`config.mk`:
```
export PLATFORM = sky130hd
export DESIGN_NAME = fractional_frame_tick_scheduler_flat
export DESIGN_NICKNAME = d
export VERILOG_FILES = /design/src/rtl/ffts_pkg.sv /design/src/rtl/ffts_if.sv /design/src/rtl/ffts_dpath.sv /design/src/rtl/ffts_ctrl.sv /design/src/rtl/fractional_frame_tick_scheduler.sv /design/src/flat_wrapper.sv
export VERILOG_INCLUDE_DIRS = /design/src /design/src/rtl
export SDC_FILE = /design/constraint.sdc
export NUM_CORES = 2
export LEC_CHECK = 0
export BUFFER_PORTS_ARGS = -buffer_cell sky130_fd_sc_hd__buf_2
export CORE_MARGIN = 8
export CORE_UTILIZATION = 35
export DETAILED_ROUTE_END_ITERATION = 10
export GPL_TIMING_DRIVEN = 0
export PLACE_DENSITY_LB_ADDON = 0.2
export SYNTH_ARGS = -nofsm -noshare
export SYNTH_HDL_FRONTEND = slang
export SYNTH_SLANG_ARGS = --single-unit
export TNS_END_PERCENT = 30
```
`constraint.sdc`:
```
create_clock -name clk -period 21.1 [get_ports clk]
set_input_delay 5.275 -clock clk [delete_from_list [all_inputs] [get_ports clk]]
set_output_delay 5.275 -clock clk [all_outputs]
set_load 0.02 [all_outputs]
```
`src/rtl/assert_macros.svh`:
```
// ---------------------------------------------------------------------------
// Assertion macros
// Concurrent assertion shorthands used by the scheduler top level.
// ---------------------------------------------------------------------------
`ifndef ASSERT_MACROS_SVH
`define ASSERT_MACROS_SVH

`ifndef SYNTHESIS

// Same-cycle implication
`define ASSERT_IMPLY(label, clk, rst, ante, cons) \
  label: assert property (@(posedge clk) disable iff (rst) (ante) |-> (cons)) \
    else $error("assertion failed: same-cycle implication");

// Next-cycle implication
`define ASSERT_NEXT(label, clk, rst, ante, cons) \
  label: assert property (@(posedge clk) disable iff (rst) (ante) |=> (cons)) \
    else $error("assertion failed: next-cycle implication");

`else

`define ASSERT_IMPLY(label, clk, rst, ante, cons)
`define ASSERT_NEXT(label, clk, rst, ante, cons)

`endif

`endif

```
`src/rtl/ffts_pkg.sv`:
```
// ---------------------------------------------------------------------------
// ffts_pkg
// Types and constants shared by the frame tick scheduler modules.
// ---------------------------------------------------------------------------
package ffts_pkg;

  // Field widths
  localparam int RATE_W    = 19;
  localparam int WORD_W    = 32;
  localparam int PENDING_W = 64;
  localparam int CFG_IDX_W = 8;

  // Scaled timer ticks: 32-bit elapsed times 19-bit rate, plus remainder
  localparam int PROD_W    = WORD_W + RATE_W;
  localparam int DIV_BITS  = PROD_W + 1;
  localparam int DIV_CNT_W = $clog2(DIV_BITS);

  // Rate used when the sample rate register holds zero
  localparam logic [RATE_W-1:0] DEFAULT_RATE = RATE_W'(48000);

  // Configuration register indexes
  localparam logic [CFG_IDX_W-1:0] REG_SAMPLE_RATE = CFG_IDX_W'(0);
  localparam logic [CFG_IDX_W-1:0] REG_TIMER_HZ    = CFG_IDX_W'(1);

  // Controller states
  typedef enum logic [2:0] {
    ST_IDLE,
    ST_MUL,
    ST_LOAD,
    ST_DIV,
    ST_ACC,
    ST_TICK
  } state_t;

  // Controller to datapath
  typedef struct packed {
    logic load_in;
    logic mul;
    logic div_init;
    logic div_step;
    logic acc;
    logic emit_frame;
    logic emit_fallback;
  } dp_cmd_t;

  // Datapath to controller
  typedef struct packed {
    logic timer_zero;
    logic div_done;
    logic has_frames;
    logic last_frame;
    logic fallback_ok;
    logic out_free;
  } dp_status_t;

endpackage

```
`src/rtl/ffts_if.sv`:
```
// ---------------------------------------------------------------------------
// ffts channel interfaces
// Valid/ready channels for poll items, tick items and register writes.
// ---------------------------------------------------------------------------
interface ffts_poll_if;
  logic        valid;
  logic        ready;
  logic [31:0] timer_now;
  logic [31:0] ms_now;

  modport source (output valid, output timer_now, output ms_now, input ready);
  modport sink   (input valid, input timer_now, input ms_now, output ready);
endinterface

interface ffts_tick_if;
  logic        valid;
  logic        ready;
  logic [31:0] delta_ms;
  logic [31:0] tick_number;
  logic        last;

  modport source (output valid, output delta_ms, output tick_number, output last,
                  input ready);
  modport sink   (input valid, input delta_ms, input tick_number, input last,
                  output ready);
endinterface

interface ffts_cfg_if;
  logic        valid;
  logic        ready;
  logic [7:0]  index;
  logic [31:0] data;

  modport source (output valid, output index, output data, input ready);
  modport sink   (input valid, input index, input data, output ready);
endinterface

```
`src/rtl/ffts_dpath.sv`:
```
// ---------------------------------------------------------------------------
// ffts_dpath
// Scheduler datapath: config registers, rate multiplier, serial divider,
// pending frame accumulator and tick output register.
// ---------------------------------------------------------------------------
module ffts_dpath import ffts_pkg::*; #(
  parameter int MAX_TICKS_PER_POLL = 8,
  parameter int FRAMES_PER_TICK    = 32
) (
  input  logic              clk,
  input  logic              rst,
  input  logic [WORD_W-1:0] timer_now,
  input  logic [WORD_W-1:0] ms_now,
  input  dp_cmd_t           cmd,
  output dp_status_t        status,
  ffts_cfg_if.sink          cfg,
  ffts_tick_if.source       tick
);

  localparam int CNT_W = $clog2(MAX_TICKS_PER_POLL + 1);
  localparam logic [PENDING_W-1:0] FPT     = PENDING_W'(FRAMES_PER_TICK);
  localparam logic [PENDING_W-1:0] FPT_X2  = PENDING_W'(2 * FRAMES_PER_TICK);
  localparam logic [CNT_W-1:0]     CNT_END = CNT_W'(MAX_TICKS_PER_POLL - 1);

  // Config and persistent state
  logic [RATE_W-1:0]    sample_rate_hz;
  logic [WORD_W-1:0]    timer_hz;
  logic [WORD_W-1:0]    previous_timer;
  logic [WORD_W-1:0]    frame_remainder;
  logic [PENDING_W-1:0] frames_pending;
  logic [WORD_W-1:0]    previous_ms;
  logic [WORD_W-1:0]    tick_total;
  logic                 out_valid;

  // Per-poll working registers
  logic [WORD_W-1:0]    tnow;
  logic [WORD_W-1:0]    mnow;
  logic [CNT_W-1:0]     cnt;
  logic [PROD_W-1:0]    prod;
  logic [DIV_BITS-1:0]  quo;
  logic [WORD_W-1:0]    prem;
  logic [DIV_CNT_W-1:0] div_cnt;
  logic [WORD_W-1:0]    out_delta;
  logic [WORD_W-1:0]    out_number;
  logic                 out_last;

  // Combinational helpers
  logic [RATE_W-1:0]    rate_eff;
  logic [WORD_W-1:0]    elapsed;
  logic [WORD_W:0]      trial;
  logic                 trial_ge;
  logic [PENDING_W:0]   pend_sum;
  logic [WORD_W-1:0]    dms_raw;
  logic [WORD_W-1:0]    dms;
  logic [WORD_W-1:0]    tick_total_next;

  assign rate_eff = (sample_rate_hz != '0) ? sample_rate_hz : DEFAULT_RATE;
  assign elapsed  = tnow - previous_timer;

  // Divider step: shift in the next dividend bit, try to subtract
  assign trial    = {prem, quo[DIV_BITS-1]};
  assign trial_ge = trial >= {1'b0, timer_hz};

  assign pend_sum = {1'b0, frames_pending} + PENDING_W'(quo) ;
  assign dms_raw  = mnow - previous_ms;
  assign dms      = (dms_raw == '0) ? WORD_W'(1) : dms_raw;
  assign tick_total_next = tick_total + WORD_W'(1);

  // Status to controller
  assign status.timer_zero  = timer_hz == '0;
  assign status.div_done    = div_cnt == DIV_CNT_W'(DIV_BITS - 1);
  assign status.has_frames  = frames_pending >= FPT;
  assign status.last_frame  = (cnt == CNT_END) || (frames_pending < FPT_X2);
  assign status.fallback_ok = (cnt == '0) && (timer_hz == '0) && (dms_raw != '0);
  assign status.out_free    = !out_valid || tick.ready;

  // Config port never stalls
  assign cfg.ready = 1'b1;

  // Tick output register
  assign tick.valid       = out_valid;
  assign tick.delta_ms    = out_delta;
  assign tick.tick_number = out_number;
  assign tick.last        = out_last;

  // Control and persistent state
  always_ff @(posedge clk) begin
    if (rst) begin
      sample_rate_hz  <= DEFAULT_RATE;
      timer_hz        <= '0;
      previous_timer  <= '0;
      frame_remainder <= '0;
      frames_pending  <= '0;
      previous_ms     <= '0;
      tick_total      <= '0;
      out_valid       <= 1'b0;
    end else begin
      if (cfg.valid) begin
        unique case (cfg.index)
          REG_SAMPLE_RATE: sample_rate_hz <= cfg.data[RATE_W-1:0];
          REG_TIMER_HZ:    timer_hz       <= cfg.data;
          default: ;
        endcase
      end

      if (cmd.acc) begin
        previous_timer  <= tnow;
        frame_remainder <= prem;
        frames_pending  <= pend_sum[PENDING_W] ? '1 : pend_sum[PENDING_W-1:0];
      end

      if (cmd.emit_frame) begin
        frames_pending <= frames_pending - FPT;
      end

      if (cmd.emit_frame || cmd.emit_fallback) begin
        previous_ms <= mnow;
        tick_total  <= tick_total_next;
        out_valid   <= 1'b1;
      end else if (tick.ready) begin
        out_valid <= 1'b0;
      end
    end
  end

  // Working registers and tick payload
  always_ff @(posedge clk) begin
    if (cmd.load_in) begin
      tnow <= timer_now;
      mnow <= ms_now;
      cnt  <= '0;
    end

    // 32 x 19 multiply, registered
    if (cmd.mul) begin
      prod <= PROD_W'(elapsed) * PROD_W'(rate_eff);
    end

    if (cmd.div_init) begin
      quo     <= DIV_BITS'(prod) + DIV_BITS'(frame_remainder);
      prem    <= '0;
      div_cnt <= '0;
    end

    // One quotient bit per cycle, quotient shifts into the dividend register
    if (cmd.div_step) begin
      prem    <= trial_ge ? WORD_W'(trial - {1'b0, timer_hz}) : trial[WORD_W-1:0];
      quo     <= {quo[DIV_BITS-2:0], trial_ge};
      div_cnt <= div_cnt + DIV_CNT_W'(1);
    end

    if (cmd.emit_frame) begin
      out_delta  <= dms;
      out_number <= tick_total_next;
      out_last   <= status.last_frame;
      cnt        <= cnt + CNT_W'(1);
    end else if (cmd.emit_fallback) begin
      out_delta  <= dms_raw;
      out_number <= tick_total_next;
      out_last   <= 1'b1;
    end
  end

endmodule

```
`src/rtl/ffts_ctrl.sv`:
```
// ---------------------------------------------------------------------------
// ffts_ctrl
// Scheduler controller: sequences multiply, divide, accumulate and the
// tick emission loop for one poll item at a time.
// ---------------------------------------------------------------------------
module ffts_ctrl import ffts_pkg::*; (
  input  logic       clk,
  input  logic       rst,
  input  logic       in_valid,
  output logic       in_ready,
  input  dp_status_t status,
  output dp_cmd_t    cmd
);

  state_t state;
  state_t state_next;

  always_ff @(posedge clk) begin
    if (rst) begin
      state <= ST_IDLE;
    end else begin
      state <= state_next;
    end
  end

  // Next state
  always_comb begin
    state_next = state;
    unique case (state)
      ST_IDLE: begin
        if (in_valid) begin
          state_next = status.timer_zero ? ST_TICK : ST_MUL;
        end
      end
      ST_MUL:  state_next = ST_LOAD;
      ST_LOAD: state_next = ST_DIV;
      ST_DIV: begin
        if (status.div_done) begin
          state_next = ST_ACC;
        end
      end
      ST_ACC:  state_next = ST_TICK;
      ST_TICK: begin
        if (status.has_frames) begin
          if (status.out_free && status.last_frame) begin
            state_next = ST_IDLE;
          end
        end else if (status.fallback_ok) begin
          if (status.out_free) begin
            state_next = ST_IDLE;
          end
        end else begin
          state_next = ST_IDLE;
        end
      end
      default: state_next = ST_IDLE;
    endcase
  end

  // Outputs
  always_comb begin
    cmd      = '0;
    in_ready = 1'b0;
    unique case (state)
      ST_IDLE: begin
        in_ready    = 1'b1;
        cmd.load_in = in_valid;
      end
      ST_MUL:  cmd.mul      = 1'b1;
      ST_LOAD: cmd.div_init = 1'b1;
      ST_DIV:  cmd.div_step = 1'b1;
      ST_ACC:  cmd.acc      = 1'b1;
      ST_TICK: begin
        cmd.emit_frame    = status.has_frames && status.out_free;
        cmd.emit_fallback = !status.has_frames && status.fallback_ok && status.out_free;
      end
      default: ;
    endcase
  end

endmodule

```
`src/rtl/fractional_frame_tick_scheduler.sv`:
```
// ---------------------------------------------------------------------------
// fractional_frame_tick_scheduler
// Turns timer captures into audio frame ticks. Each poll item scales the
// elapsed timer count by the sample rate, divides by the timer frequency
// with the remainder carried over, adds the quotient to the pending frames
// and emits up to MAX_TICKS_PER_POLL tick items of FRAMES_PER_TICK frames
// each; the last tick of a poll has last set. With timer_hz at zero a poll
// emits one tick whenever ms_now has moved, once pending frames are used up.
// One poll is processed at a time: in timer mode the controller steps through
// multiply, divider load, the 52-step serial divider, accumulate and then the
// tick loop, which waits while the tick consumer stalls; in millisecond mode
// it goes straight to the tick loop.
// The next poll is taken while the final tick still waits in the output
// register. Register writes are taken every cycle.
// ---------------------------------------------------------------------------
`include "assert_macros.svh"

module fractional_frame_tick_scheduler import ffts_pkg::*; #(
  parameter int MAX_TICKS_PER_POLL = 8,
  parameter int FRAMES_PER_TICK    = 32
) (
  input  logic         clk,
  input  logic         rst,
  ffts_cfg_if.sink     cfg,
  ffts_poll_if.sink    poll,
  ffts_tick_if.source  tick
);

  dp_cmd_t    cmd;
  dp_status_t status;
  logic       in_ready;

  assign poll.ready = in_ready;

  // Sequencer
  ffts_ctrl u_ctrl (
    .clk      (clk),
    .rst      (rst),
    .in_valid (poll.valid),
    .in_ready (in_ready),
    .status   (status),
    .cmd      (cmd)
  );

  // Arithmetic and state
  ffts_dpath #(
    .MAX_TICKS_PER_POLL (MAX_TICKS_PER_POLL),
    .FRAMES_PER_TICK    (FRAMES_PER_TICK)
  ) u_dpath (
    .clk       (clk),
    .rst       (rst),
    .timer_now (poll.timer_now),
    .ms_now    (poll.ms_now),
    .cmd       (cmd),
    .status    (status),
    .cfg       (cfg),
    .tick      (tick)
  );

  // A poll is never overlapped by the next one
  `ASSERT_NEXT(a_poll_busy, clk, rst, poll.valid && poll.ready, !poll.ready)
  // Divider runs only with no poll being taken
  `ASSERT_IMPLY(a_div_busy, clk, rst, cmd.div_step, !poll.ready)
  // A tick is loaded only into a free output register
  `ASSERT_IMPLY(a_emit_free, clk, rst, cmd.emit_frame || cmd.emit_fallback, status.out_free)
  // Frame ticks only while a full tick of frames is pending
  `ASSERT_IMPLY(a_emit_frames, clk, rst, cmd.emit_frame, status.has_frames)

endmodule
```
`src/flat_wrapper.sv`:
```
// flat-port wrapper written by rule: the top's interface ports become plain ports
module fractional_frame_tick_scheduler_flat import ffts_pkg::*;
#(
  parameter int MAX_TICKS_PER_POLL = 8,
  parameter int FRAMES_PER_TICK    = 32
)
  (clk, rst, cfg_valid, cfg_index, cfg_data, cfg_ready, poll_valid, poll_timer_now, poll_ms_now, poll_ready, tick_valid, tick_delta_ms, tick_tick_number, tick_last, tick_ready);
  ffts_cfg_if cfg_i ();
  ffts_poll_if poll_i ();
  ffts_tick_if tick_i ();
  input  logic clk;
  input  logic rst;
  input wire logic [$bits(cfg_i.valid)-1:0] cfg_valid;
  input wire logic [$bits(cfg_i.index)-1:0] cfg_index;
  input wire logic [$bits(cfg_i.data)-1:0] cfg_data;
  output wire logic [$bits(cfg_i.ready)-1:0] cfg_ready;
  input wire logic [$bits(poll_i.valid)-1:0] poll_valid;
  input wire logic [$bits(poll_i.timer_now)-1:0] poll_timer_now;
  input wire logic [$bits(poll_i.ms_now)-1:0] poll_ms_now;
  output wire logic [$bits(poll_i.ready)-1:0] poll_ready;
  output wire logic [$bits(tick_i.valid)-1:0] tick_valid;
  output wire logic [$bits(tick_i.delta_ms)-1:0] tick_delta_ms;
  output wire logic [$bits(tick_i.tick_number)-1:0] tick_tick_number;
  output wire logic [$bits(tick_i.last)-1:0] tick_last;
  input wire logic [$bits(tick_i.ready)-1:0] tick_ready;
  assign cfg_i.valid = cfg_valid;
  assign cfg_i.index = cfg_index;
  assign cfg_i.data = cfg_data;
  assign cfg_ready = cfg_i.ready;
  assign poll_i.valid = poll_valid;
  assign poll_i.timer_now = poll_timer_now;
  assign poll_i.ms_now = poll_ms_now;
  assign poll_ready = poll_i.ready;
  assign tick_valid = tick_i.valid;
  assign tick_delta_ms = tick_i.delta_ms;
  assign tick_tick_number = tick_i.tick_number;
  assign tick_last = tick_i.last;
  assign tick_i.ready = tick_ready;
  fractional_frame_tick_scheduler #(.MAX_TICKS_PER_POLL(MAX_TICKS_PER_POLL), .FRAMES_PER_TICK(FRAMES_PER_TICK)) u_core (.clk(clk), .rst(rst), .cfg(cfg_i), .poll(poll_i), .tick(tick_i));
endmodule
```
# Word level (Yosys, flattened, before mapping)
# Index checks and enable logic that the tools add are counted.
[word_totals]
register_bits = 521
latchBits = 0
ram_bits = 0
mem_bits_ro = 0
inputBits = 109
output_inout_bits = 68
wordCells = 107
n_memories = 0
[classes]
n_addsub = 9
n_mul = 1
n_div = 0
n_lt_le_gt_ge = 3
eq_ne = 12
shifts = 0
mux = 37
bitwise_logic = 0
n_reduce_logical = 26
[ops]
columns = ["operator", "n"]
rows = [
  ["2-to-1 mux 32 bit", 8],
  ["2-to-1 mux 64 bit", 3],
  ["2-to-1 mux 52 bit", 2],
  ["subtractor 32 bit", 3],
  ["adder 64 x 52 -> 65 bit", 1],
  [">= comparator 64 x 6 -> 1 bit, second input constant", 1],
  ["logical NOT 32 bit", 2],
  ["less-than comparator 64 x 7 -> 1 bit, second input constant", 1],
  ["subtractor 64 x 6 -> 64 bit, second input constant", 1],
  ["adder 51 x 32 -> 52 bit", 1],
  ["multiplier 32 x 19 -> 51 bit", 1],
  [">= comparator 33 x 32 -> 1 bit", 1],
  ["adder 32 x 1 -> 32 bit, second input constant", 1],
  ["nonzero test 32 bit", 1],
  ["2-to-1 mux 3 bit", 7],
  ["2-to-1 mux 19 bit", 1],
  ["nonzero test 19 bit", 1],
  ["case mux 3 bit (6 select lines)", 1],
  ["2-to-1 mux 6 bit", 2],
  ["2-to-1 mux 1 bit", 10],
  ["nonzero test 2 bit", 5],
  ["equality test 8 x 1 -> 1 bit, second input constant", 1],
  ["logical NOT 8 bit", 1],
  ["2-to-1 mux 4 bit", 2],
  ["19 further kinds", 30],
]

# Depth between registers and ports, before layout
[logic_depth]
word_depth = 8
ltp_mapped = 39
mapped_depth_nobuf = 39

# Modules after synthesis
# A second synthesis with hierarchy kept.
[hier_totals]
hier_cells = 5779
area_unflattened_um2 = 50900.1
[by_module_without_submodules]
columns = ["module", "instances", "cells_each", "area_per_inst_um2"]
rows = [
  ["ffts_dpath", 1, 5749, 50647.3],
  ["ffts_ctrl", 1, 30, 252.7],
]

# Worst setup path before layout
# OpenSTA, ideal clock, no wires.
[synth_path]
path_kind = "register to register"
from = "reg u_core.u_dpath.tnow[0]"
to = "reg u_core.u_dpath.prod[49] (data pin)"
setup_time_ps = 261
arrival_ps = 8826
path_slack_ps = 12013
stages_incl_launch_ff = 37
n_path_buf = 0
path_cell_list = "edfxtp_1 > inv_1 > ha_1 > inv_1 > fa_1 > a21o_1 > a21oi_1 > o21bai_1 > a21oi_1 > o21bai_1 > a31oi_1 > nor3b_1 > or2_2 > mux2i_1 > a221oi_1 > and2_1 > fa_1 > fa_1 > inv_1 > fa_1 > inv_1 > fa_1 > fa_1 > inv_1 > fa_1 > inv_1 > ha_1 > and2_1 > nand3_1 > nor2b_1 > nand2_1 > o32a_1 > o31a_1 > a2111oi_0 > o211ai_1 > and4_1 > a311o_1"
[synth_between]
elab_chain_len = 2
[synth_lines]
columns = ["element", "line_no", "source"]
rows = [
  ["start, declared", "ffts_dpath.sv:36", "logic [WORD_W-1:0] tnow;"],
  ["start signal, assigned", "ffts_dpath.sv:129", "tnow <= timer_now;"],
  ["subtractor 32 bit", "ffts_dpath.sv:58", "assign elapsed = tnow - previous_timer;"],
  ["multiplier 32 x 19 -> 51 bit", "ffts_dpath.sv:136", "prod <= PROD_W'(elapsed) * PROD_W'(rate_eff);"],
  ["end signal, assigned", "ffts_dpath.sv:136", ""],
  ["end, declared", "ffts_dpath.sv:39", "logic [PROD_W-1:0] prod;"],
]
# No other way between the ends.
# A chain may end at the register's enable or synchronous reset.

# Final worst setup path
[layout_path]
from = "reg u_core.u_dpath.tnow[1]"
to = "reg u_core.u_dpath.prod[49] (data pin)"
# Same word-level chain as after synthesis.

==> summary.txt <==
Min path
  • Hold Crit Start: u_core.u_dpath.previous_timer[18]$_SDFFE_PP0P_
  • Hold Path End: u_core.u_dpath.previous_timer[18]$_SDFFE_PP0P_
  • Hold depth: 2
  • Hold/Removal Path Class: reg -> reg

Final layout
  • Final Non-Filler Cells: 7980
  • Fill cell count: 14885
  • Area delta synth->final: 10.8%
  • Final core utilization: 39.1%
  • Multi-input logic area: 33600 µm²
  • Final Net Count: 6966
  • Sequential standard cell area: 13200 µm²
  • Fraction of layout cells with a size suffix above 1: 5.70%

Detailed routing
  • Drt drc: 0
  • Routed Antenna Nets: 0
  • Avg WL per Cell: 21.3 µm
  • Detailed-route vias per instance: 5.28
  • Vias post-DR: 42152
  • Starting DRT DRC Count: 3276
  • DRT Wirelength: 170 mm
  • First-pass DRT Iterations: 6

Worst setup path
  • Nature of the critical path startpoint: register
  • Crit path DAT: 12050 ps
  • Worst reg-to-reg setup slack: 9400 ps
  • Kind of critical path: reg -> reg
  • CP most frequent cell: fa_1
  • Slowest cell on the critical path: nor3_1
  • Reg-to-Reg Start: u_core.u_dpath.tnow[1]$_DFFE_PP_
  • Required time worst endpoint: 21460 ps
  • Largest stage delay on the critical path: 1190 ps
  • Reg-to-Reg End: u_core.u_dpath.prod[49]$_DFFE_PP_
  • R2R depth: 32
  • Max FO, Critical Path: 10
  • Crit. End Element: register

Synth
  • Synth Flop Type: edfxtp_1
  • Count of different cell masters after synthesis: 96
  • Cell Area, Synth: 50700 µm²
  • Syn Inst Count: 5776
  • Sequential area share after synthesis: 26.0%
  • Ys async rst share: 0%
  • XOR/XNOR share of the synthesized area: 4.35%
  • Number of synthesized flops with an enable pin: 274
  • Multiplexer area fraction after synthesis: 1.60%
  • Compound-Gate Fraction of Synth Area: 13.7%
  • Synth warn: 0
  • Flops & latches, synth: 521
  • Post-synth top area share: 20.3%
  • Top-count cell post-synth: inv_1
  • Synth cell count leaders: 784 x inv_1, 763 x nand2_1, 514 x fa_1, 415 x a21oi_1, 331 x nor2_1
  • Cell taking the most area after synthesis: fa_1
  • Largest cells by area after synthesis: fa_1 20%, edfxtp_1 16%, dfxtp_1 9.8%, ha_1 7.9%, inv_1 5.8%
  • Post-synthesis adder-cell area fraction: 28.2%
  • Simple-gate share of the synthesized area: 18.3%
  • Largest family of logic cells by synthesized area: adder cells
  • Average cell area after synthesis: 8.77 µm²
  • Synthesized Nets: 6719

STA
  • RSZ-0062 raised after global routing: false
  • Max-slew violations: 17
  • Setup_tns: 0 ps
  • Crit share post-route: 55.4%
  • Hold Worst Slack: 456 ps
  • Relative slew slack: -6.09%
  • F_max: 0.0855 GHz
  • Final setup fails: 0
  • Min Tclk post-route: 11700 ps
  • Final Hold Vio Count: 0
  • Clk_skew: 110 ps
  • Least-Margin Pin Slew: 1580 ps

Global route
  • Total gr overflow: 0
  • Global-route wire length before repair: 259 mm
  • Total global-route track usage: 21.1%
  • Initial antenna violation count: 8
  • Largest net degree at the start of global routing: 61
  • Number of global-route vias before repair: 41781

Clocking
  • Worst-Skew Late Latency: 710 ps
  • Clock Path Buffers: 3
  • Post-CTS Resized: 0
  • CTS Buf Count: 58
  • Clk sinks: 521
  • H-tree depth: 2
  • CTS Root Cell: clkbuf_16
  • Hold buffer count at CTS: 0
  • Clk slew on worst S/H paths: 60 ps
  • CTS tree: done
  • Setup bufs post-CTS: 0

Outcome
  • Failing checks: max-capacitance violations, max-slew violations
  • Status: finished, violations left

Die
  • Die X: 397 µm
  • Core ar.: 144000 µm²
  • Die H: 397 µm
  • Rows: 139
  • Initial core utilization: 35.3%
  • Die area: 157000 µm²
  • IO Count: 177

Place
  • Post-Place Cells: 7865
  • Dpl hpwl: 139 mm
  • Final Wtd Congestion: 0.923
  • Port bufs: 175

Job
  • MaxCap Viol Count: 3
[layer usage]
layer / wire (µm) / track usage [%] / vias up
li1: - / - / 19740
met1: 76800 / 29.4 / 20718
met2: 75900 / 34.0 / 1436
met3: 11600 / 2.98 / 256
met4: 6070 / 6.70 / 2
met5: 13 / 0 / -
[area by class of cell]
type                       instances  share of cell area (%)
tap                             1903                    4.24
sequential                       521                    23.5
antenna                            5                  0.0223
inverter                         788                    5.27
clock buffer                      86                    2.95
timing repair buffer             187                    1.89
clock inverter                    23                   0.484
buffer                           254                    1.83
multi-input combinational       4213                    59.8
[metrics by stage]
stage                     area, µm²  worst slack (ps)
after detailed placement      54200              9700
final                         56100              9400
after global placement        53900              8740
after floorplan               50700             12010
after global routing          56100              8980
after CTS                     56100              9550
[logic make-up (layout without fill, tap and decap cells)]
| family | after synthesis | in the layout |
|---|---|---|
| and+or+nand+nor | 1931 | 1931 |
| AOI/OAI and AO/OA | 1114 | 1114 |
| buffers and inverters | 1042 | 1338 |
| adders and majority gates | 834 | 834 |
| DFF | 521 | 521 |
| xor gates and xnor gates | 252 | 252 |
| muxes | 81 | 81 |
| other | 1 | 6 |
[worst max-delay path by stage]
| stage | cells past startpoint | startpoint | end |
|---|---|---|---|
| 2_1_floorplan | 36 | u_core.u_dpath.tnow[0]$_DFFE_PP_ | u_core.u_dpath.prod[49]$_DFFE_PP_ |
| 3_3_place_gp | 37 | u_core.u_dpath.tnow[0]$_DFFE_PP_ | u_core.u_dpath.prod[49]$_DFFE_PP_ |
| 3_5_place_dp | 38 | u_core.u_dpath.tnow[0]$_DFFE_PP_ | u_core.u_dpath.prod[49]$_DFFE_PP_ |
| 4_1_cts | 38 | u_core.u_dpath.tnow[0]$_DFFE_PP_ | u_core.u_dpath.prod[49]$_DFFE_PP_ |
| 5_1_grt | 38 | u_core.u_dpath.tnow[0]$_DFFE_PP_ | u_core.u_dpath.prod[49]$_DFFE_PP_ |
| 6_report | 32 | u_core.u_dpath.tnow[1]$_DFFE_PP_ | u_core.u_dpath.prod[49]$_DFFE_PP_ |
[state kept, by name (all words and copies together) (netlist names)]
name,flops
u_core.u_ctrl.state,3
u_core.u_dpath.cnt,4
u_core.u_dpath.div_cnt,6
u_core.u_dpath.frame_remainder,32
u_core.u_dpath.frames_pending,64
u_core.u_dpath.mnow,32
u_core.u_dpath.prem,32
u_core.u_dpath.previous_ms,32
u_core.u_dpath.previous_timer,32
u_core.u_dpath.prod,51
u_core.u_dpath.quo,52
u_core.u_dpath.sample_rate_hz,19
u_core.u_dpath.tick.delta_ms,32
u_core.u_dpath.tick.last,1
u_core.u_dpath.tick.tick_number,32
u_core.u_dpath.tick.valid,1
u_core.u_dpath.tick_total,32
u_core.u_dpath.timer_hz,32
u_core.u_dpath.tnow,32
[critical path: cells and delay by family (launching register included)]
family	cells	cell delay, ps
buffers and inverters	5	700
AND/OR/NAND/NOR	8	2750
flip-flops	1	430
AO/OA/AOI/OAI	11	3830
adder cells (fa/ha/maj)	8	3620
[cells in the final DEF (no fill, tap or decap), types with 114 or more instances in the layout]
master / n
a21o_1: 114
a21oi_1: 415
and2_1: 292
buf_2: 182
clkbuf_1: 249
dfxtp_1: 247
edfxtp_1: 274
fa_1: 514
ha_1: 320
inv_1: 784
nand2_1: 763
nor2_1: 331
o21ai_0: 217
xnor2_1: 167
Power is not shown: default switching activity piles up to over one toggle a cycle in this logic, so the estimate is an artifact.
